==> src/sv/cpc_pkg.sv <==
// ----------------------------------------------------------------------------
// cpc_pkg
// shared constants, types and helpers of the cosine prototype classifier
// ----------------------------------------------------------------------------
`default_nettype none

package cpc_pkg;

    localparam int NUM_CLASSES = 8;
    localparam int VECTOR_DIM  = 16;
    localparam int ENTRIES     = NUM_CLASSES * VECTOR_DIM;
    localparam int ADDR_W      = $clog2(ENTRIES);
    localparam int CLS_W       = 3;
    localparam int EL_W        = (VECTOR_DIM > 1) ? $clog2(VECTOR_DIM) : 1;
    localparam int POS_W       = $clog2(VECTOR_DIM + 1);
    localparam int CNT_W       = $clog2(NUM_CLASSES + 1);
    localparam int IDX_W       = 4;
    localparam int VAL_W       = 16;
    localparam int TEMP_W      = 16;
    localparam int SUM_W       = 28;
    localparam int DOT_W       = 48;
    localparam int NORM_W      = 40;
    localparam int ROOT_W      = NORM_W / 2;
    localparam int DEN_W       = 2 * ROOT_W;
    localparam int DIV_W       = 48;
    localparam int DIV_CNT_W   = $clog2(DIV_W);
    localparam int SQRT_CNT_W  = $clog2(ROOT_W);
    localparam int COUNT_W     = 12;
    localparam int SIM_W       = 22;
    localparam int LOG2E_W     = 13;
    localparam int PROD_W      = SIM_W + LOG2E_W;
    localparam int E_W         = 17;
    localparam int TOTAL_W     = 20;
    localparam int PROB_W      = 16;

    localparam logic [COUNT_W-1:0] COUNT_MAX = 12'd4095;
    localparam logic [LOG2E_W-1:0] LOG2E_Q12 = 13'd5909;

    typedef enum logic [1:0] {
        FUNC_WRITE    = 2'd0,
        FUNC_CLASSIFY = 2'd1,
        FUNC_TRAIN    = 2'd2,
        FUNC_COMMIT   = 2'd3
    } func_t;

    function automatic logic [ADDR_W-1:0] mem_addr(input int cls, input int el);
        return ADDR_W'(cls * VECTOR_DIM + el);
    endfunction

endpackage

`default_nettype wire

==> src/sv/cpc_div.sv <==
// ----------------------------------------------------------------------------
// cpc_div
// restoring unsigned divider, one quotient bit per cycle
// ----------------------------------------------------------------------------
`default_nettype none

module cpc_div (
    input  wire logic                      clk,
    input  wire logic                      rst_n,
    input  wire logic                      start,
    input  wire logic [cpc_pkg::DIV_W-1:0] dividend,
    input  wire logic [cpc_pkg::DIV_W-1:0] divisor,
    output logic                           done,
    output logic [cpc_pkg::DIV_W-1:0]      quotient
);
    import cpc_pkg::*;

    logic [DIV_W-1:0]     rem_reg, rem_next;
    logic [DIV_W-1:0]     quo_reg, quo_next;
    logic [DIV_W-1:0]     dvs_reg, dvs_next;
    logic [DIV_CNT_W-1:0] cnt_reg, cnt_next;
    logic                 run_reg, run_next;
    logic                 done_reg, done_next;
    logic [DIV_W:0]       trial;
    logic [DIV_W:0]       diff;
    logic                 ge;

    assign trial = {rem_reg, quo_reg[DIV_W-1]};
    assign diff  = trial - {1'b0, dvs_reg};
    assign ge    = trial >= {1'b0, dvs_reg};

    always_comb
    begin
        rem_next  = rem_reg;
        quo_next  = quo_reg;
        dvs_next  = dvs_reg;
        cnt_next  = cnt_reg;
        run_next  = run_reg;
        done_next = 1'b0;
        if (start)
        begin
            rem_next = '0;
            quo_next = dividend;
            dvs_next = divisor;
            cnt_next = DIV_CNT_W'(DIV_W - 1);
            run_next = 1'b1;
        end
        else if (run_reg)
        begin
            rem_next = ge ? diff[DIV_W-1:0] : trial[DIV_W-1:0];
            quo_next = {quo_reg[DIV_W-2:0], ge};
            cnt_next = cnt_reg - 1'b1;
            if (cnt_reg == '0)
            begin
                run_next  = 1'b0;
                done_next = 1'b1;
            end
        end
    end

    always_ff @(posedge clk or negedge rst_n)
    begin
        if (!rst_n)
        begin
            rem_reg  <= '0;
            quo_reg  <= '0;
            dvs_reg  <= '0;
            cnt_reg  <= '0;
            run_reg  <= 1'b0;
            done_reg <= 1'b0;
        end
        else
        begin
            rem_reg  <= rem_next;
            quo_reg  <= quo_next;
            dvs_reg  <= dvs_next;
            cnt_reg  <= cnt_next;
            run_reg  <= run_next;
            done_reg <= done_next;
        end
    end

    assign done     = done_reg;
    assign quotient = quo_reg;

endmodule

`default_nettype wire

==> config.mk <==
export PLATFORM = sky130hd
export DESIGN_NAME = cpc_div
export DESIGN_NICKNAME = d
export VERILOG_FILES = /design/src/sv/cpc_pkg.sv /design/src/sv/cpc_div.sv
export SDC_FILE = /design/constraint.sdc
export NUM_CORES = 1
export LEC_CHECK = 0
export BUFFER_PORTS_ARGS = -buffer_cell sky130_fd_sc_hd__buf_2
export CAP_MARGIN = 20
export CORE_MARGIN = 2
export CORE_UTILIZATION = 51
export DETAILED_ROUTE_END_ITERATION = 7
export PLACE_DENSITY = 0.72
export SLEW_MARGIN = 20
export SYNTH_ARGS = -nofsm -noshare
export SYNTH_HDL_FRONTEND = slang
export SYNTH_SLANG_ARGS = --single-unit
==> constraint.sdc <==
create_clock -name clk -period 7.37 [get_ports clk]
set_clock_uncertainty 0.05 [all_clocks]
set_input_delay 1.1055 -clock clk [delete_from_list [all_inputs] [get_ports clk]]
set_output_delay 1.1055 -clock clk [all_outputs]
set_load 0.01 [all_outputs]
Word-level counts from Yosys, hierarchy flattened

Index checks and enable logic that the tools add are counted.

Bits of input ports: 99
Word-level logic and storage cells: 24
Register bits: 152
Output and inout bits: 49

Multiplexer cells: 13
Add/sub/neg operators: 2
Reductions and logical operators: 2
Magnitude comparators: 1

Operators with widths:

| operator              | number |
|---|---|
| $mux W48              | 5 |
| $ge A49 B48 Y1        | 1 |
| $sub A48 B48 Y48      | 1 |
| $mux W6               | 2 |
| $logic_not A6 Y1      | 1 |
| $mux W1               | 6 |
| $sub A6 B1 Y6 const B | 1 |
| $reduce_bool A2 Y1    | 1 |

Depth between registers and ports, before layout

Gate-level depths: netlist (run 1).

Word-level depth: 4
Gate-level depth with buffers: 13
Mapped depth without buffers: 12

Least setup slack after synthesis (run 1)

No wires, ideal clock.

Path kind: flip-flop to flip-flop
Start point: register rem_reg[3]
End point: register rem_reg[46]
Clock period less this slack: 2.945 ns
Path buffers: 0
Required time: 7.224 ns
Stages on the path, launching flop included: 11
Library setup time: 0.096 ns
Setup slack: 4.425 ns
Data arrival time: 2.799 ns
Cell sequence: dfrtp_1 -> ha_1 -> a21oi_2 -> nor2b_1 -> o311ai_2 -> nand3_1 -> o41ai_2 -> o21ba_2 -> mux2_1 -> a31o_1 -> a311oi_2

Longest elaborated chain between the ends: 4
Elaborated cells on any way between the ends: 5
Classes of those cells: add/sub: 1; order compare: 1; mux: 3

Ends and longest elaborated chain:

| item                                                      | line                         | RTL |
|---|---|---|
| from (decl)                                               | cpc_div.sv:18                | `logic [DIV_W-1:0] rem_reg, rem_next;` |
| from (signal assigned)                                    | cpc_div.sv:74                | `rem_reg <= rem_next;` |
| $sub A48 B48 Y48 / $ge A49 B48 Y1 (equally long branches) | cpc_div.sv:29, cpc_div.sv:30 |  |
| $mux W48 *                                                | cpc_div.sv:50                | `rem_next = ge ? diff[DIV_W-1:0] : trial[DIV_W-1:0];` |
| $mux W48 *                                                | cpc_div.sv:48                | `else if (run_reg)` |
| $mux W48 *                                                | cpc_div.sv:40                | `if (start)` |

Every way passes the cells marked *; elsewhere a longest branch is shown, timed or not. The select of a mux whose other input is x is not followed.
A chain may end at the register's enable or synchronous reset.

Worst setup path after layout (run 1)

Start point: register rem_reg[11]
End point: register rem_reg[35]

Same word-level chain as after synthesis.

==> run metrics, run 1 <==
YS warnings 0; CP required 7590 ps; Syn Area/Cell 8.93 um^2; TritonCTS Buffers 17; H-tree depth 4; Slew Viols, Final 0; hold path cells 1; Synth area leaders dfrtp_1, mux2i_1, ha_1; RSZ-0062 raised after global routing no; leakage 5.85 nW; CTS root buf clkbuf_16; length in cells of the worst reg-to-reg path 12; asr flop ratio synth 100%; GP Congestion 0.883; commonest non-fill, non-tap cell in the layout dfrtp_1; Crit. Startpoint rem_reg[11]$_DFFE_PN0P_; Least-Margin Pin Slew 1030 ps; initial DRC count about 420; Synth area leader dfrtp_1; Util after Layout 59.5%; DRC violations left 0; hold buffer count at CTS 0; cells after synthesis 1,075; most used flip-flop cell after synthesis dfrtp_1; Fin Setup TNS 0 ps; number of global-route vias before repair 7,713; CP Class reg -> reg; DR vias/cell 5.59; r2r endpoint rem_reg[35]$_DFFE_PN0P_; final setup margin 3620 ps; Routed WL 22,600 um; initial antenna violation count 2; vias 8,002; maximum fanout along the worst path 31; most frequent CP cell a31oi_4; CP top delay family compound AO/OA/AOI/OAI gates; Stages on worst setup path 12; synthesized cell area 0.00960 mm^2; pre-CTS setup slack 3380 ps; Critical path buffers and inverters 2; Reg2Reg Setup Slack ~3600 ps; Pwr Density 336 mW/mm^2; share of cells above drive strength 1 between 10% and 20%; Die Width between 100 and 150 um; GRT Util Overall a little under a quarter; Slew headroom 31.2%; min cycle time layout 3750 ps; GR Overflow Total 0; Port Buffers 147; crit-path cells ha_1 -> and4_4 -> nor2b_1 -> o21bai_2 -> o211ai_4 -> a31oi_4 -> o21ai_4 -> a31oi_4 -> buf_16 -> buf_4 -> or2_1 -> o22ai_1; post-route antenna net violation count 0; die area 0.0199 mm^2; Net count, final 1,333; Setup crit start kind register; power after layout ~0.0037 W; first-pass iteration count of the detailed router 5; maxcap violations 0; reg2reg start rem_reg[11]$_DFFE_PN0P_; post-CTS repair timing setup buffer count 0; top-area cell type share of the netlist area 39.6%; Clock Pin Slew Worst Setup and Hold Paths approximately 70 ps; die span in y 141 um; Fill cells 1,666; outcome finished, final reports clean; slowest stage cell on the critical path a31oi_4; largest net degree at the start of global routing ~140; io pins about 150; Min Hold Slack 480 ps; Crit path largest cell delay 500 ps; f_max roughly 270 MHz; post-synth cell types 73; Reg area 0.00381 mm^2; DR WL/cell 15.8 um; Net Count, Synth 1,225; CTS tree built; Core ar. about 0.019 mm^2; #FFs+latches synth 152; hpwl dp 15,700 um; clock tree buffer depth 2; area occupied by multi-input gates between 0.005 and 0.006 mm^2; clk_lat worst skew 430 ps; initial core utilization 51.7%; critical path endpoint rem_reg[35]$_DFFE_PN0P_; PostCTS Resize Cnt 0; num rows 50; endpoints failing setup 0; crit share post-route 50.9%; Post-synth EDFFs 0; # clock sinks 152; Area Overhead vs Synth 15.2%; first-pass GRT wire length 37,900 um; post-synthesis sequential area ratio 39.6%; Hold Path Class reg -> reg; Max IR drop VDD 0.213 mV; Hold Vio Cnt, Final 0; most frequent cells in the layout dfrtp_1, buf_2, nand2_1; CP endpoint kind register; Crit path arrival time slightly below 4000 ps
## Yosys cell counts (7+ instances only)
library cell / number
o21ai_0: 111
nor2b_1: 10
o21ai_1: 8
a21o_1: 24
buf_1: 10
clkbuf_1: 38
nor2_1: 66
a21oi_1: 62
inv_1: 67
a211oi_1: 34
a41oi_1: 7
mux2i_1: 80
dfrtp_1: 152
nand2_1: 144
buf_2: 11
nor3_1: 12
nand3_1: 14
nand4_1: 13
o21bai_1: 9
xnor2_1: 27
xor2_1: 22
and2_1: 7
a31oi_1: 11
ha_1: 50
## area by class of cell
| type | instances | share of cell area [%] |
|---|---|---|
| clock buffer | 19 | 4.09 |
| multi-input combinational | 792 | 47.6 |
| antenna | 2 | 0.0452 |
| clock inverter | 13 | 1.64 |
| inverter | 68 | 2.31 |
| tap | 234 | 2.65 |
| sequential | 152 | 34.4 |
| timing repair buffer | 152 | 7.28 |
## how the worst min path moves through the flow
stage                            from                      to  slack [ps]
2_1_floorplan  dvs_reg[0]$_DFFE_PN0P_  dvs_reg[0]$_DFFE_PN0P_         430
3_3_place_gp   dvs_reg[0]$_DFFE_PN0P_  dvs_reg[0]$_DFFE_PN0P_         460
3_5_place_dp   dvs_reg[0]$_DFFE_PN0P_  dvs_reg[0]$_DFFE_PN0P_         460
4_1_cts        dvs_reg[0]$_DFFE_PN0P_  dvs_reg[0]$_DFFE_PN0P_         480
5_1_grt        dvs_reg[0]$_DFFE_PN0P_  dvs_reg[0]$_DFFE_PN0P_         500
6_report       dvs_reg[0]$_DFFE_PN0P_  dvs_reg[0]$_DFFE_PN0P_         480
## cells by family after synthesis
family,count (synthesis),share of synthesized area (%)
and+or+nand+nor,295,13.8
muxes,82,8.57
buffers and inverters,131,5.58
AOI/OAI and AO/OA,315,21.3
xor gates and xnor gates,49,4.47
DFF,152,39.6
adders and majority gates,51,6.72
## per-stage QoR
stage          instances  cell area, um^2
4_1_cts             1429            11000
2_1_floorplan       1075             9600
6_report            1432            11100
3_3_place_gp        1397            10400
5_1_grt             1432            11100
3_5_place_dp        1397            10400
## routing by layer
layer  up-vias  routed length [um]  global-route usage, %
li1       4005                   -                      -
met1      3755               10700                   32.3
met2       203               10400                   36.6
met3        39                1010                   4.48
met4         0                 493                   7.53
met5         -                   0                      0
## worst reg2reg max path, stage by stage, from the launching register on
cell	delay, ps
dfrtp_1	400
ha_1	380
and4_4	240
nor2b_1	150
o21bai_2	240
o211ai_4	150
a31oi_4	210
o21ai_4	100
a31oi_4	500
buf_16	240
buf_4	390
or2_1	390
o22ai_1	150
## power by group
part / switching, W / leakage [nW] / internal [W] / total (W)
combinational: 0.000973 / 3.63 / 0.000730 / 0.00170
clock: 0.000384 / 0.315 / 0.000563 / 0.000946
sequential: 0.0000988 / 1.90 / 0.000972 / 0.00107
total: 0.00145 / 5.85 / 0.00226 / 0.00372
Power figures use the tool's default switching activity.
==> run 2: changes to the inputs <==
==> constraint.sdc (replaced) <==
create_clock -name clk -period 3.51 [get_ports clk]
set_clock_uncertainty 0.05 [all_clocks]
set_input_delay 0.5265 -clock clk [delete_from_list [all_inputs] [get_ports clk]]
set_output_delay 0.5265 -clock clk [all_outputs]
set_load 0.01 [all_outputs]
==> run 2 against run 1 <==
- via count fell by 0.86%
- worst setup slack lost 3400 ps
- maximum frequency increased by 15%
- clock power rose by 87%
- die area unchanged
- wire length down 2.7%
- final cell count grew 0.28%
- utilization down 0.11 points
- sequential share of layout area increased by 0.063 points
- critical endpoint is now rem_reg[46]$_DFFE_PN0P_
==> run metrics, run 2 (synthesized netlist as in run 1, its figures left out) <==
outcome finished, final reports clean; first-pass GRT wire length 37,300 um (-1.4%); length in cells of the worst reg-to-reg path 10 (-2); RSZ-0062 raised after global routing no; TritonCTS Buffers 17 (unchanged); clk_lat worst skew 430 ps (about the same); first-pass iteration count of the detailed router 5 (unchanged); hold buffer count at CTS 0 (unchanged); f_max 307 MHz (+15%); min cycle time layout 3260 ps (-490 ps); Hold Vio Cnt, Final 0 (unchanged); Area Overhead vs Synth 15.0%; PostCTS Resize Cnt 0 (unchanged); CP required 3800 ps (-3790 ps); GR Overflow Total 0 (unchanged); io pins 148 (unchanged); combinational share of power 47.0% (+1.2 points); Hold Path Class in -> async; initial antenna violation count 1 (-1); initial DRC count 438 (+3.8%); num rows 50 (unchanged); hpwl dp 15,900 um (+1.3%); number of global-route vias before repair 7,668 (-0.58%); reg2reg start rem_reg[3]$_DFFE_PN0P_; most frequent cells in the layout dfrtp_1, buf_2, nand2_1; die span in y 141 um (unchanged); post-CTS repair timing setup buffer count 0 (unchanged); CTS root buf clkbuf_16; Fill cells 1,670 (+0.24%); Routed WL 22,000 um (-2.7%); Clock Pin Slew Worst Setup and Hold Paths 60 ps (about the same); Crit path largest cell delay 490 ps (about the same); Pwr Density 686 mW/mm^2 (+100%); commonest non-fill, non-tap cell in the layout dfrtp_1; GRT Util Overall 23.0% (-0.21 points); vias 7,933 (-0.86%); Crit. Startpoint rem_reg[3]$_DFFE_PN0P_; # clock sinks 152 (unchanged); post-route antenna net violation count 0 (unchanged); share of cells above drive strength 1 17.5% (+0.18 points); Core ar. 0.0186 mm^2 (unchanged); DR vias/cell 5.52 (-1.1%); switch share 39.6% (+0.49 points); Setup crit start kind register; slowest stage cell on the critical path o41ai_2; Slew headroom 40.2% (+9.1 points); Max IR drop VDD 0.423 mV (+98%); Fin Setup TNS 0 ps (unchanged); initial core utilization 51.7% (unchanged); power after layout 0.00758 W (+100%); Reg2Reg Setup Slack 250 ps (-3370 ps); Layout Cells excl Fill 1,436 (+0.28%); clock tree buffer depth 2 (unchanged); leakage 5.84 nW (-0.15%); crit-path cells ha_1 -> a21oi_2 -> nor2b_1 -> o311ai_2 -> nand3_1 -> o41ai_2 -> o21ba_2 -> mux2_1 -> a31o_1 -> a311oi_2; endpoints failing setup 0 (unchanged); final setup margin 252 ps (-3370 ps); Net count, final 1,338 (+0.38%); Least-Margin Pin Slew 897 ps (-136 ps); Port Buffers 147 (unchanged); CP Class reg -> reg; Die Width 141 um (unchanged); GP Congestion 0.891 (+0.92%); r2r endpoint rem_reg[46]$_DFFE_PN0P_; die area 0.0199 mm^2 (unchanged); maxcap violations 0 (unchanged); placed insts 1,403 (+0.43%); largest net degree at the start of global routing 100 (-26%); CP endpoint kind register; Net Switching 0.00300 W (+110%); crit share post-route 92.8% (+42 points); DR WL/cell 15.3 um (-3.0%); Crit path arrival time 3550 ps (-420 ps); H-tree depth 4 (unchanged); Clk pwr share 23.4% (-2.0 points); Slew Viols, Final 0 (unchanged); maximum fanout along the worst path 5 (-84%); Seq pwr share 29.6% (+0.8 points); DRC violations left 0 (unchanged); Int Power 0.00458 W (+100%); pre-CTS setup slack 266 ps (-3120 ps); CTS tree built
run 2: power by group through the flow:
stage                     registers, W  logic (W)  clock network, W
after floorplan                0.00225    0.00278                 0
after global placement         0.00226    0.00348                 0
after detailed placement       0.00227    0.00352                 0
after CTS                      0.00224    0.00356           0.00181
after global routing           0.00228    0.00395           0.00188
final                          0.00224    0.00356           0.00177
run 2: critical path: cells and delay by family (launching register included):
kind                       cells  cell delay [ps]
AOI/OAI and AO/OA              6             1710
and+or+nand+nor                2              310
muxes                          1              320
DFF                            1              400
adders and majority gates      1              380
run 2: layer usage:
metal,GRT usage [%],part of all wire (%),up-vias
met4,7.79,2.0,0
met1,31.3,47,3674
met2,37.6,46,199
li1,-,-,4025
met5,0,0,-
met3,3.63,4.3,35
run 2: how the worst max path moves through the flow:
| stage | to | slack (ps) |
|---|---|---|
| after detailed placement | rem_reg[46]$_DFFE_PN0P_ | 270 |
| after CTS | rem_reg[46]$_DFFE_PN0P_ | 230 |
| after floorplan | rem_reg[46]$_DFFE_PN0P_ | 570 |
| final | rem_reg[46]$_DFFE_PN0P_ | 250 |
| after global routing | rem_reg[46]$_DFFE_PN0P_ | 20 |
| after global placement | rem_reg[46]$_DFFE_PN0P_ | 360 |
run 2: through the flow:
| stage | util, % | hold WS (ps) | cell area (um^2) |
|---|---|---|---|
| global placement | 56.4 | 446 | 10500 |
| finish | 59.4 | 146 | 11000 |
| detailed placement | 56.4 | 453 | 10500 |
| CTS | 59.4 | 179 | 11000 |
| floorplan | - | 181 | 9600 |
| global route | 59.4 | 227 | 11000 |
run 2: final cells by class:
cell class	count	area, um^2	share of cell area, %
Multi-Input combinational cell	792	5260	47.7
Sequential cell	152	3810	34.5
Timing Repair Buffer	157	861	7.79
Clock buffer	20	447	4.04
Tap cell	234	293	2.65
Inverter	68	255	2.31
Clock inverter	12	115	1.04
Antenna cell	1	2.50	0.0227
