### src/sv/cpc_pkg.sv
// ----------------------------------------------------------------------------
// cpc_pkg
// shared constants, types and helpers of the cosine prototype classifier
// ----------------------------------------------------------------------------
`default_nettype none

package cpc_pkg;

    localparam int NUM_CLASSES = 8;
    localparam int VECTOR_DIM  = 16;
    localparam int ENTRIES     = NUM_CLASSES * VECTOR_DIM;
    localparam int ADDR_W      = $clog2(ENTRIES);
    localparam int CLS_W       = 3;
    localparam int EL_W        = (VECTOR_DIM > 1) ? $clog2(VECTOR_DIM) : 1;
    localparam int POS_W       = $clog2(VECTOR_DIM + 1);
    localparam int CNT_W       = $clog2(NUM_CLASSES + 1);
    localparam int IDX_W       = 4;
    localparam int VAL_W       = 16;
    localparam int TEMP_W      = 16;
    localparam int SUM_W       = 28;
    localparam int DOT_W       = 48;
    localparam int NORM_W      = 40;
    localparam int ROOT_W      = NORM_W / 2;
    localparam int DEN_W       = 2 * ROOT_W;
    localparam int DIV_W       = 48;
    localparam int DIV_CNT_W   = $clog2(DIV_W);
    localparam int SQRT_CNT_W  = $clog2(ROOT_W);
    localparam int COUNT_W     = 12;
    localparam int SIM_W       = 22;
    localparam int LOG2E_W     = 13;
    localparam int PROD_W      = SIM_W + LOG2E_W;
    localparam int E_W         = 17;
    localparam int TOTAL_W     = 20;
    localparam int PROB_W      = 16;

    localparam logic [COUNT_W-1:0] COUNT_MAX = 12'd4095;
    localparam logic [LOG2E_W-1:0] LOG2E_Q12 = 13'd5909;

    typedef enum logic [1:0] {
        FUNC_WRITE    = 2'd0,
        FUNC_CLASSIFY = 2'd1,
        FUNC_TRAIN    = 2'd2,
        FUNC_COMMIT   = 2'd3
    } func_t;

    function automatic logic [ADDR_W-1:0] mem_addr(input int cls, input int el);
        return ADDR_W'(cls * VECTOR_DIM + el);
    endfunction

endpackage

`default_nettype wire

### src/sv/cpc_isqrt.sv
// ----------------------------------------------------------------------------
// cpc_isqrt
// floor integer square root, one root bit per cycle
// ----------------------------------------------------------------------------
`default_nettype none

module cpc_isqrt (
    input  wire logic                       clk,
    input  wire logic                       rst_n,
    input  wire logic                       start,
    input  wire logic [cpc_pkg::NORM_W-1:0] radicand,
    output logic                            done,
    output logic [cpc_pkg::ROOT_W-1:0]      root
);
    import cpc_pkg::*;

    localparam int REM_W = ROOT_W + 3;

    logic [NORM_W-1:0]     rad_reg, rad_next;
    logic [REM_W-1:0]      rem_reg, rem_next;
    logic [ROOT_W-1:0]     root_reg, root_next;
    logic [SQRT_CNT_W-1:0] cnt_reg, cnt_next;
    logic                  run_reg, run_next;
    logic                  done_reg, done_next;
    logic [REM_W-1:0]      rem_sh;
    logic [REM_W-1:0]      trial;

    assign rem_sh = {rem_reg[REM_W-3:0], rad_reg[NORM_W-1:NORM_W-2]};
    assign trial  = REM_W'({root_reg, 2'b01});

    always_comb
    begin
        rad_next  = rad_reg;
        rem_next  = rem_reg;
        root_next = root_reg;
        cnt_next  = cnt_reg;
        run_next  = run_reg;
        done_next = 1'b0;
        if (start)
        begin
            rad_next  = radicand;
            rem_next  = '0;
            root_next = '0;
            cnt_next  = SQRT_CNT_W'(ROOT_W - 1);
            run_next  = 1'b1;
        end
        else if (run_reg)
        begin
            rad_next = {rad_reg[NORM_W-3:0], 2'b00};
            if (rem_sh >= trial)
            begin
                rem_next  = rem_sh - trial;
                root_next = {root_reg[ROOT_W-2:0], 1'b1};
            end
            else
            begin
                rem_next  = rem_sh;
                root_next = {root_reg[ROOT_W-2:0], 1'b0};
            end
            cnt_next = cnt_reg - 1'b1;
            if (cnt_reg == '0)
            begin
                run_next  = 1'b0;
                done_next = 1'b1;
            end
        end
    end

    always_ff @(posedge clk or negedge rst_n)
    begin
        if (!rst_n)
        begin
            rad_reg  <= '0;
            rem_reg  <= '0;
            root_reg <= '0;
            cnt_reg  <= '0;
            run_reg  <= 1'b0;
            done_reg <= 1'b0;
        end
        else
        begin
            rad_reg  <= rad_next;
            rem_reg  <= rem_next;
            root_reg <= root_next;
            cnt_reg  <= cnt_next;
            run_reg  <= run_next;
            done_reg <= done_next;
        end
    end

    assign done = done_reg;
    assign root = root_reg;

endmodule

`default_nettype wire

### config.mk
export PLATFORM = sky130hd
export DESIGN_NAME = cpc_isqrt
export DESIGN_NICKNAME = d
export VERILOG_FILES = /design/src/sv/cpc_pkg.sv /design/src/sv/cpc_isqrt.sv
export SDC_FILE = /design/constraint.sdc
export NUM_CORES = 1
export LEC_CHECK = 0
export ABC_AREA = 1
export BUFFER_PORTS_ARGS = -buffer_cell sky130_fd_sc_hd__buf_4
export CORE_MARGIN = 2
export CORE_UTILIZATION = 56
export CTS_CLUSTER_DIAMETER = 60
export CTS_CLUSTER_SIZE = 14
export DETAILED_ROUTE_END_ITERATION = 6
export PLACE_DENSITY = 0.88
export SETUP_SLACK_MARGIN = 0.02
export SKIP_CTS_REPAIR_TIMING = 1
export SLEW_MARGIN = 5
export SYNTH_ARGS = -nofsm -noshare
export SYNTH_HDL_FRONTEND = slang
export SYNTH_SLANG_ARGS = --single-unit
### constraint.sdc
create_clock -name clk -period 2 [get_ports clk]
set_input_delay 0.2 -clock clk [delete_from_list [all_inputs] [get_ports clk]]
set_output_delay 0.2 -clock clk [all_outputs]
set_load 0.01 [all_outputs]
After elaboration in Yosys (flattened, before gate mapping). Index checks and enable logic that the tools add are counted.

Add/subtract/negate cells: 2. Magnitude comparators: 1. Reduce and logical (&&, ||, !) cells: 2. Mux-type cells: 16.

Operator list (count): $mux 40 (2); $mux 21 (3); $mux 20 (2); $ge 23x22->1 (1); $sub 21x21->21 (1); $mux 5 (2); $mux 1 (7); $logic_not 5->1 (1); $sub 5x1->5 const B (1); $reduce_bool 2->1 (1).

Logic and storage cells: 27. Flip-flop bits (word level): 88.

Logic depth before layout (Yosys ltp). Gate-level depths: netlist of the first run.

Depth in word-level cells: 4. Mapped depth: 15.

Least setup slack after synthesis of the first run. No wires, ideal clock.

Path kind: flip-flop to flip-flop. Start: register root_reg[11] (netlist: root[11]). End: register rem_reg[11]. Arrival time: 1757 ps. Library setup time: 117 ps. Setup slack: 126 ps. Buffers on the path: 1. Stages on the path, launching flop included: 14. Cell sequence: dfrtp_1 inv_1 ha_1 nand2_1 inv_2 nand2_1 nand2_1 a21oi_1 nand2_2 nand2_2 buf_6 nand3b_1 nand3_1 nand2_1.

Cells in the longest elaborated chain, start to end: 4.

RTL lines: start: declaration (line cpc_isqrt.sv:21) `logic [ROOT_W-1:0] root_reg, root_next;`; start signal: assignment (line cpc_isqrt.sv:84) `root_reg <= root_next;`; $ge 23x22->1 (line cpc_isqrt.sv:50) `if (rem_sh >= trial)`; $mux 21 (line cpc_isqrt.sv:50); $mux 21 (line cpc_isqrt.sv:47) `else if (run_reg)`; $mux 21 (line cpc_isqrt.sv:39) `if (start)`; end signal: assignment (line cpc_isqrt.sv:83) `rem_reg <= rem_next;`; end: declaration (line cpc_isqrt.sv:20) `logic [REM_W-1:0] rem_reg, rem_next;`.

No other way between the ends. The select of a mux whose other input is x is not followed. A chain may end at the register's enable or synchronous reset.

Worst setup path after layout of the first run.
Start: register rem_reg[16]. End: register rem_reg[9].

Cells in the longest elaborated chain, start to end: 4.

RTL lines (line): $ge 23x22->1 (cpc_isqrt.sv:50); $mux 21 (cpc_isqrt.sv:50); $mux 21 (cpc_isqrt.sv:47); $mux 21 (cpc_isqrt.sv:39).

No other way between the ends. The select of a mux whose other input is x is not followed.

==> run summary, run 1 <==
The worst register-to-register path begins at rem_reg[16]. At the placement stage, the worst setup path has a slack of -13.27 ps. The final critical-path share of the clock period came out at between 90% and 100%. The power per unit of standard cell area came out at 1443 nW/um^2. The post-synthesis average cell area is 7.141 um^2. The final net count is around 950. The number of sinks handled by clock tree synthesis came out at 88. The number of buffers inserted by port buffering came out at 63. The antenna cell count is 0.

The path with the worst hold slack has its endpoint at rad_reg[1]. The deepest level of the CTS H-tree is 3. The y dimension of the die came out at just over 100 um.

The critical path is of the reg -> reg type. The final RePlAce weighted congestion came out at 0.9741. The latest clock arrival within the worst-skew pair is roughly 370 ps.

The flow ran to the end, but the final reports show violations. The total placed cells including tap cells is 992. The fraction of the core area covered by cells at the end of the flow came out at 74.66%. The share of cells above drive strength 1 came out at about 28%. Counting instances, the worst hold path has a depth of 3. The library cell used as clock root buffer is clkbuf_8. During synthesis, Yosys emitted a total of 0 warnings. The detailed router finished its first iteration with between 400 and 500 violations. The most instantiated flip-flop cell in the synthesis netlist is dfrtp_1. The number of CTS-inserted buffers came out at 9. The maximum clock skew at final layout came out at 6.225 ps. The total met3 wirelength after detailed routing came out at 1178 um. The layout has 700 filler cells. The worst setup path is launched from a flip-flop. The cell area after technology mapping came out at 5542 um^2. The logic depth of the worst register-to-register path is 11. The number of failing hold endpoints at the final stage is 0. The top metal layer carrying routed signals is met4. The checks that failed: design-rule violations.

The core box area is 9684 um^2. The most frequent cell on the critical path is nand2_2. The pin count of the biggest net entering global routing came out at 63. For this run, asynchronously set or reset flops after synthesis account for 100.0%. In this run the worst hold path is classified as in -> reg.

The proportion of synthesized chip area in sequential cells came out at 39.74%. On the critical path, the stage with the largest delay is an instance of dfrtp_1. The finished layout holds 1020 standard cells, fillers aside.

The beginning of the worst hold path is radicand[1]. The number of cell rows is 36. The number of nets handed over by synthesis was 843. The detailed-route wire length per cell is 15.37 um. Summing internal, switching and leakage power gives around 10000 uW. After routing the design area is 7231 um^2.

The first-pass iteration count of the detailed router is 7. The final number of setup-violating endpoints came out at 0. The via count of the first global-routing pass is 4902. The flip-flop count of the largest register, all copies and words added is 40. The wire length of the first global-routing pass is 23040 um.

The number of slew-limit violations in the final report is 0. The peak ir drop on the vdd network came out at roughly 0.55 mV. The count of buffer and inverter cells on the critical path came out at 1. The final critical-path required period came out at 1998 ps. The synthesized netlist cell count is 776. The floorplan step defined a die boundary enclosing 10710 um^2.

Global routing consumed, over all layers together, 27.63% of the routing resources. The initial cell density of the core came out at 57.22%. The post-synthesis cell type count came out at 29. The worst endpoint data arrival time came out at about 2300 ps. The signal on the critical path passes through ha_4, nand2_2, nor2_2, nand2_2, nor2_2, nand2_2, nand4_4, buf_4, nand2_1, nand3_1, nand2_1.

The total via count after detailed routing came out at 5583. The slew at the pin with the worst max-slew slack came out at 693.1 ps. The headroom to the max-slew limit came out at 53.51%.

The required time at the worst-slack endpoint is 2270 ps. The maximum fanout along the worst path is 6. In this run the cell area measured after placement is 6446 um^2.

TritonCTS built the clock tree. Setup repair after global routing could not meet its margin everywhere. Summed over all nets, wire length on met2 after detailed routing comes to 7496 um. In the routed design, unresolved DRC markers number 12. The number of flops mapped to enable cells by yosys came out at 0. The total length of routed wires came out at roughly 16000 um. The detailed-route wire length on metal 1 is 6336 um.

The maximum root-to-sink buffer count is 2. The final HPWL from detailed placement is 10290 um. For this design the top-level I/O count stands at 64. In the post-route analysis, the smallest setup slack over all paths is 1.635 ps. Using the TritonRoute via totals, the vias-per-cell ratio works out to approximately 5.5. The largest single stage delay on the critical path is 480 ps.

The maximum operating frequency came out at about 500 MHz. The endpoint identified for the worst register-to-register timing path is rem_reg[9]. The number of nets with antenna violations after routing is 0.

The die is 103.5 um wide. The count of state elements after synthesis is 88. Summed over all cells, the static leakage comes to 0.003754 uW.

The post-CTS clock slew at the launch and capture registers of the worst setup and hold paths came out at roughly 100 ps. The most frequent standard cell in the layout excluding fill and tap cells is nand2_1. STA classifies the critical path endpoint as a flip-flop. The count of max-cap constraint violations is 0. In the layout the commonest cells are nand2_1 (234), inv_1 (116), buf_4 (116), dfrtp_1 (83), o21ai_0 (41). After global routing the overflow that remains totals 0. The cell type group with the largest total delay on the critical path is simple AND/OR/NAND/NOR gates. The area added between synthesis and finish came out at 30.48%. The setup check on the worst reg-to-reg path leaves a slack of 2 ps. The number of antenna violations at the first check in global routing came out at 0.
==> worst register-to-register path: cells and delay by family (launching register included) <==
family / cells / cell delay (ps)
adders and majority gates: 1 / 330
buffers and inverters: 1 / 180
DFF: 1 / 480
and+or+nand+nor: 9 / 910
==> report_power, final <==
part           switching [uW]  total [uW]  internal [uW]
sequential                282        2350           2070
clock                     720        1380            656
combinational            3960        6710           2750
==> synthesized netlist by cell type, types with 2 or more instances <==
cell / instances / area share [%]
xnor2_1: 6 / 0.95
xor2_1: 3 / 0.47
nand2_1: 263 / 18
dfrtp_1: 88 / 40
nor2_1: 22 / 1.5
nand3_1: 38 / 3.4
inv_1: 132 / 8.9
nand3b_1: 19 / 2.6
clkbuf_1: 15 / 1.0
o22ai_1: 20 / 2.3
inv_2: 3 / 0.20
buf_1: 4 / 0.27
ha_1: 24 / 5.4
o21bai_1: 2 / 0.27
o211ai_1: 37 / 5.0
buf_6: 3 / 0.61
buf_2: 7 / 0.63
nor3_1: 5 / 0.45
o21ai_1: 4 / 0.36
nor2_2: 6 / 0.68
nand2_2: 7 / 0.79
o21ai_0: 41 / 3.7
a21oi_1: 16 / 1.4
nand4_1: 6 / 0.68
==> kinds of logic (layout without fill, tap and decap cells) <==
family	Yosys count	after routing	share of synthesized area, %
and+or+nand+nor	368	368	28.34
buffers and inverters	165	276	11.74
AOI/OAI and AO/OA	122	122	13.34
DFF	88	88	39.74
adders and majority gates	24	24	5.419
xor gates and xnor gates	9	9	1.423
==> stage by stage <==
stage	hold slack, ps	setup TNS (ps)
finish	32.06	0
global route	58.81	-892.4
CTS	-176.4	-845.2
detailed placement	221.0	-32.39
global placement	221.8	0
floorplan	-95.59	0
==> layout make-up <==
class / count / area [um^2] / share of cell area (%)
multi-input combinational: 523 / 3146 / 43.50
sequential: 88 / 2208 / 30.54
timing repair buffer: 124 / 985.9 / 13.64
inverter: 136 / 510.5 / 7.060
tap: 133 / 166.4 / 2.301
clock buffer: 11 / 151.4 / 2.094
clock inverter: 5 / 62.56 / 0.8652
==> how the worst max path moves through the flow <==
| stage | cells past startpoint | slack [ps] | start | end |
|---|---|---|---|---|
| floorplan | 13 | 130 | root[11] | rem_reg[11] |
| finish | 11 | 2 | rem_reg[16] | rem_reg[9] |
| global placement | 11 | 3 | rem_reg[9] | rem_reg[4] |
| detailed placement | 11 | -10 | rem_reg[9] | rem_reg[4] |
| global route | 11 | -90 | root[5] | rem_reg[9] |
| CTS | 12 | -90 | root[7] | rem_reg[7] |
==> routing by layer <==
metal  vias to the layer above  global-route usage (%)
li1                       2678                       -
met1                      2582                   37.52
met2                       263                   44.07
met3                        60                   4.704
met4                         0                   11.34
met5                         -                       0
(Power assumes the default switching activity.)
==> run 2: changes to the inputs <==
==> constraint.sdc (replaced) <==
create_clock -name clk -period 2 [get_ports clk]
set_input_delay 0.1 -clock clk [delete_from_list [all_inputs] [get_ports clk]]
set_output_delay 0.1 -clock clk [all_outputs]
set_load 0.01 [all_outputs]
==> run 2 against run 1 <==
  * The run ends with negative hold slack, negative setup slack left
  * Critical endpoint is now rem_reg[12]
  * Largest power group unchanged
  * Worst hold slack worse by 66 ps
  * Die area unchanged
  * Clock skew up 6.5 ps
  * Largest cell class unchanged
  * First-iteration DRC count up 0.21%
  * Combinational power up 10%
  * Power up 6.0%
  * Utilization up 3.1 points
  * Critical path type unchanged
==> run summary, run 2 (synthesis results as in run 1) <==
The run finished, with violations left. The final reports fail on negative hold slack, negative setup slack. The headroom to the max-slew limit came out at 52.61% (-0.90 points). The power dissipated by switching net loads is 5244 uW (+5.7%). STA classifies the critical path startpoint as a flip-flop.

The number of cell rows came out at 36 (unchanged). The number of standard cells in the final layout excluding fillers came out at 1046 (+2.5%). The number of failing hold endpoints at the final stage was 6 (+6). The register area is 2211 um^2 (+0.11%). The ratio of routed vias to standard cells was 5.568 (+1.7%). The number of buffers inserted by port buffering was 63 (unchanged). met2 is the most crowded layer. The global routing usage on met2 is 45.41% (+1.3 points). The fraction of the core area covered by cells at the end of the flow is 77.76% (+3.1 points). The floorplan die area is 10710 um^2 (unchanged).

The number of antenna violations at the first check in global routing is 0 (unchanged). The power per unit of standard cell area was 1469 nW/um^2 (+1.8%). The power consumption came to 11060 uW (+6.0%).

The logic depth of the worst register-to-register path is 15 (+4). The origin of the critical flop-to-flop path is rem_reg[4]. The top cell types in the final layout, fill and taps aside, are nand2_1 (222), buf_4 (136), inv_1 (108), dfrtp_1 (81), o21ai_0 (41).

The final HPWL from detailed placement was 10350 um (+0.56%). From synthesis to final layout, the design area changed by 35.90%. The wire length of the first global-routing pass was 23380 um (+1.5%). The maximum fanout along the worst path is 4 (-2). The detailed-route wire length per cell is 15.80 um (+2.8%). Walking the worst path, the cells encountered are ha_4, nand2_4, buf_4, inv_1, nand2_1, nand2_2, nand2_1, nand2_1, inv_1, nand2_1, nand2_1, nand2_1, nand2_2, nand3_2, nand2_1. The library cell used as clock root buffer is clkbuf_8. The worst reg-to-reg setup slack came out at -30 ps (-30 ps). The leakage power of the design was 0.003908 uW (+4.1%). The number of top-level pins was 64 (unchanged). The violation count after the first detailed-route iteration is 482 (+0.21%). The number of slew-limit violations in the final report was 0 (unchanged).

The final RePlAce weighted congestion came out at 0.9898 (+1.6%). The part of the total power dissipated in combinational logic came out at 66.8% (+2.5 points). The worst hold path depth came to 3 (unchanged). The part of the total power dissipated in sequential elements is 21.3% (-1.2 points). The number of CTS-inserted buffers came to 9 (unchanged).

The pin count of the biggest net entering global routing was 63 (unchanged). The required time at the worst-slack endpoint was 2270 ps (about the same). The antenna cell count came to 0 (unchanged). The fraction of power spent switching nets was 47.40% (-0.14 points). The number of fill cells came to 650 (-7.1%). The total via count after detailed routing came out at 5824 (+4.3%). The cell-internal power is 5820 uW (+6.3%).

The worst endpoint data arrival time is 2300 ps (+30 ps). The maximum clock skew at final layout is 12.68 ps (+6.454 ps). Setup repair after global routing could not meet its margin everywhere. The final critical-path share of the clock period is 101.6% (+1.7 points). The accumulated negative setup slack came out at -32.03 ps (-32.03 ps). The maximum operating frequency is 492.1 MHz (-1.7%). TritonCTS built the clock tree.

In this run the worst hold path is classified as in -> reg. The remaining global-route overflow came out at 0 (unchanged). The peak ir drop on the vdd network came to 0.7163 mV (+30%).

The flip-flop count of the largest register, all copies and words added is 40 (unchanged). The worst setup path is captured at a flip-flop. The final net count is 975 (+2.7%). The global-route track usage on met1 came out at 37.37% (-0.16 points). The total length of routed wires is 16530 um (+5.4%).

The number of nets with antenna violations after routing is 0 (unchanged). The x dimension of the die is 103.5 um (unchanged). The global-route usage over all layers came out at 27.76% (+0.13 points). The beginning of the worst hold path is radicand[1]. The final number of setup-violating endpoints was 1 (+1). The maximum root-to-sink buffer count is 2 (unchanged). The first-pass iteration count of the detailed router came out at 5 (-2).

The y dimension of the die was 103.5 um (unchanged). The critical path's largest stage delay is 450 ps (-30 ps). The total placed cells including tap cells is 996 (+0.40%). The core box area was 9684 um^2 (unchanged). The post-detailed-route DRC marker count is 0 (-12).

The share of power burned in the clock network is 11.9% (-1.3 points). The initial cell density of the core came out at 57.22% (unchanged). The final critical-path required period came out at 2032 ps (+33.67 ps). The via count of the first global-routing pass came to 5154 (+5.1%). The footprint of the multi-input gates is 3206 um^2 (+1.9%). The deepest level of the CTS H-tree came out at 3 (unchanged).

The number of sinks handled by clock tree synthesis is 88 (unchanged). The slew at the pin with the worst max-slew slack is 706.5 ps (+13.38 ps). The largest individual stage delay along the critical path comes from the cell dfrtp_1. The worst-case hold slack came out at -34.12 ps (-66.18 ps).

The share of cells above drive strength 1 was 32.20% (+4.5 points). The met3 global-route usage is 4.704% (unchanged). The latest clock arrival within the worst-skew pair was 360 ps (about the same). The most frequent cell on the critical path is nand2_1.

The most frequent standard cell in the layout excluding fill and tap cells is nand2_1. The worst setup slack after layout came to -32.03 ps (-33.67 ps). The endpoint identified for the worst register-to-register timing path is rem_reg[12]. The critical path is of the reg -> reg type. The count of max-cap constraint violations came to 0 (unchanged). The post-CTS clock slew at the launch and capture registers of the worst setup and hold paths is 100 ps (about the same). For hold timing, the worst endpoint is rad_reg[1].
-- run 2: how the worst max path moves through the flow --
stage,from,to,slack [ps],cells past startpoint
6_report,rem_reg[4],rem_reg[12],-30,15
5_1_grt,rem_reg[4],rem_reg[12],-150,15
4_1_cts,root[0],rem_reg[10],-60,12
3_5_place_dp,root[0],rem_reg[2],-30,12
2_1_floorplan,root[11],rem_reg[11],130,13
3_3_place_gp,root[0],rem_reg[6],-10,12
-- run 2: routing by layer --
layer	wire length, um	vias up
met4	593	0
met3	1295	63
li1	-	2738
met5	0	-
met1	6555	2733
met2	8081	290
-- run 2: through the flow --
stage | setup slack [ps] | area (um^2)
3_3_place_gp | -9.904 | 6501
4_1_cts | -59.01 | 6704
2_1_floorplan | 126.0 | 5542
6_report | -32.03 | 7531
3_5_place_dp | -33.56 | 6501
5_1_grt | -147.5 | 7531
-- run 2: final cells by class --
cell class | instances | area share [%]
Inverter | 136 | 6.779
Multi-Input combinational cell | 523 | 42.57
Clock inverter | 6 | 0.9968
Sequential cell | 88 | 29.36
Timing Repair Buffer | 150 | 16.40
Tap cell | 133 | 2.210
Clock buffer | 10 | 1.695
-- run 2: critical path: cells and delay by family, from the launching register on --
family / cells / cell delay, ps
and+or+nand+nor: 11 / 830
DFF: 1 / 450
adders and majority gates: 1 / 350
buffers and inverters: 3 / 300
-- run 2: power groups by stage --
| stage | clock (uW) | sequential, uW | combinational (uW) |
|---|---|---|---|
| 2_1_floorplan | 0 | 2230 | 3730 |
| 3_3_place_gp | 0 | 2290 | 5210 |
| 3_5_place_dp | 0 | 2290 | 5300 |
| 4_1_cts | 1320 | 2260 | 5360 |
| 5_1_grt | 1410 | 2360 | 8080 |
| 6_report | 1320 | 2350 | 7390 |
==> run 3: changes to the inputs <==
==> constraint.sdc (replaced) <==
create_clock -name clk -period 2 [get_ports clk]
set_input_delay 0.1 -clock clk [delete_from_list [all_inputs] [get_ports clk]]
set_output_delay 0.1 -clock clk [all_outputs]
set_load 0.05 [all_outputs]
==> run 3 against run 2 <==
  * The flow finishes with violations (design-rule violations, negative hold slack, negative setup slack)
  * Setup slack worse by 2.5 ps
  * Worst hold slack gained 13 ps
  * Die area is the same
  * Combinational power fell by 2%
  * Fmax down 0.13%
  * Sequential power barely moved
  * Count of clock-buffer cells in the layout down 1
  * Routed wire length fell by 1.1%
  * Final cell count shrank 1.3%
  * Clock power shrank 11%
  * Largest power group unchanged
  * Highest routed layer unchanged
==> run summary, run 3 (synthesis results as in run 1) <==
The run finished, with violations left. The final reports fail on design-rule violations, negative hold slack, negative setup slack. The latest clock arrival within the worst-skew pair is 380 ps (+20 ps). The number of slew-limit violations in the final report came out at 0 (unchanged). The worst hold path depth came out at 3 (unchanged).

The worst endpoint data arrival time came to 2310 ps (about the same). The accumulated negative setup slack is -34.58 ps (-2.549 ps). The violation count after the first detailed-route iteration was 595 (+23%). The endpoint class of the critical path is a flip-flop. The total via count after detailed routing came out at 5726 (-1.7%). From synthesis to final layout, the design area changed by 34.55%.

The number of fill cells is 650 (unchanged). The flip-flop count of the largest register, all copies and words added is 40 (unchanged). The maximum fanout along the worst path came out at 6 (+2).

The remaining global-route overflow came out at 0 (unchanged). The via count of the first global-routing pass is 4866 (-5.6%). The library cell used as clock root buffer is clkbuf_8. The critical path is of the reg -> reg type.

The required time at the worst-slack endpoint was 2280 ps (about the same). The core box area came out at 9684 um^2 (unchanged). The count of max-cap constraint violations is 0 (unchanged). Setup repair after global routing could not meet its margin everywhere. The total length of routed wires was 16340 um (-1.1%). The antenna cell count is 0 (unchanged).

The number of sinks handled by clock tree synthesis came out at 88 (unchanged). The detailed-route wire length per cell came out at 15.84 um (+0.24%). STA classifies the critical path startpoint as a flip-flop. The post-CTS clock slew at the launch and capture registers of the worst setup and hold paths came to 100 ps (about the same). The library cells used most frequently in the layout, excluding fill and tap cells, are nand2_1 (221), buf_4 (113), inv_1 (105), dfrtp_1 (59), o21ai_0 (41). The number of nets with antenna violations after routing is 0 (unchanged). The worst reg-to-reg setup slack is -30 ps (about the same). The peak ir drop on the vdd network came out at 0.6045 mV (-16%). The leakage power of the design came out at 0.003761 uW (-3.7%).

The number of cell rows is 36 (unchanged). The maximum root-to-sink buffer count is 2 (unchanged). The first-pass iteration count of the detailed router was 7 (+2). Leaving out fill and tap cells, the most frequent cell in the layout is nand2_1. The maximum clock skew at final layout is 11.24 ps (-1.437 ps). The register area is 2238 um^2 (+1.2%). TritonCTS built the clock tree. The wire length of the first global-routing pass was 22590 um (-3.4%).

The worst setup slack after layout is -34.58 ps (-2.549 ps). The final HPWL from detailed placement is 9776 um (-5.5%). The post-detailed-route DRC marker count came to 1 (+1). The final number of setup-violating endpoints came out at 1 (unchanged). The headroom to the max-slew limit was 55.59% (+3.0 points). The deepest level of the CTS H-tree was 3 (unchanged).

The footprint of the multi-input gates is 3222 um^2 (+0.51%). The final critical-path required period came out at 2035 ps (+2.549 ps). The global-route usage over all layers was 27.11% (-0.65 points). The logic depth of the worst register-to-register path is 11 (-4). The number of CTS-inserted buffers was 9 (unchanged). The initial cell density of the core came out at 57.22% (unchanged).

The number of buffers inserted by port buffering is 63 (unchanged). The maximum operating frequency came out at 491.5 MHz (-0.13%). The slew at the pin with the worst max-slew slack came to 662.0 ps (-44.51 ps).

The pre-CTS setup slack is -4.715 ps (+28.84 ps). The ratio of routed vias to standard cells came out at 5.548 (-0.35%). The y dimension of the die came to 103.5 um (unchanged). The number of top-level pins came to 64 (unchanged).

The power per unit of standard cell area is 1449 nW/um^2 (-1.4%). The share of cells above drive strength 1 came out at 32.93% (+0.72 points). The floorplan die area is 10710 um^2 (unchanged). The worst-case hold slack is -21.10 ps (+13.02 ps). The number of failing hold endpoints at the final stage is 15 (+9). The pin count of the biggest net entering global routing came out at 80 (+27%).

The final critical-path share of the clock period is 101.7% (+0.13 points). The type of the most critical hold path is in -> reg. The number of antenna violations at the first check in global routing came to 0 (unchanged).

The number of standard cells in the final layout excluding fillers came to 1032 (-1.3%). The x dimension of the die came out at 103.5 um (unchanged). The total placed cells including tap cells was 974 (-2.2%). The final net count came out at 962 (-1.3%). The final RePlAce weighted congestion was 1.000 (+1.1%).
==> run 3: final timing paths <==
kind                          endpoint          from
max in group asynchronous  rem_reg[11]         rst_n
min in group asynchronous      root[7]         rst_n
hold reg to reg             cnt_reg[1]    cnt_reg[1]
setup reg to reg            rem_reg[6]    rem_reg[5]
setup / recovery            rem_reg[6]    rem_reg[5]
hold / removal             rad_reg[14]  radicand[14]
==> run 3: worst max-delay path: stages (launching register included) <==
cell and delay [ps]:
dfrtp_1 440, ha_4 320, nand2_2 100, nor2_4 140, nand2_1 90, nor2_1 140
nand2_2 90, nand4_4 200, clkbuf_16 190, nand2_2 50, nand3_1 100, nand2_1 70
==> run 3: final cells by class <==
class / count / share of cell area (%)
clock inverter: 6 / 0.5706
sequential: 88 / 30.02
inverter: 136 / 6.981
multi-input combinational: 523 / 43.21
timing repair buffer: 137 / 15.32
tap: 133 / 2.232
clock buffer: 9 / 1.661
==> run 3: routing by layer <==
metal,part of all wire [%],GRT usage (%),up-vias
li1,-,-,2711
met1,39,37.75,2646
met3,8.2,5.645,74
met4,4.0,9.413,0
met2,49,42.23,295
met5,0,0,-
==> run 3: power by group <==
| part | total, uW | internal [uW] | switching, uW |
|---|---|---|---|
| clock | 1170 | 449 | 718 |
| combinational | 7270 | 3000 | 4270 |
| sequential | 2370 | 2080 | 290 |
| total | 10800 | 5520 | 5280 |
==> run 3: stage by stage <==
stage          instance area (um^2)  util, %  total power, uW  hold slack, ps
2_1_floorplan                  5679        -             6173          -195.6
3_3_place_gp                   6442    66.52             7489           73.61
3_5_place_dp                   6442    66.52             7593           76.48
4_1_cts                        6609    68.24             8789          -334.5
5_1_grt                        7456    76.99            11470        0.006606
6_report                       7456    76.99            10800          -21.10
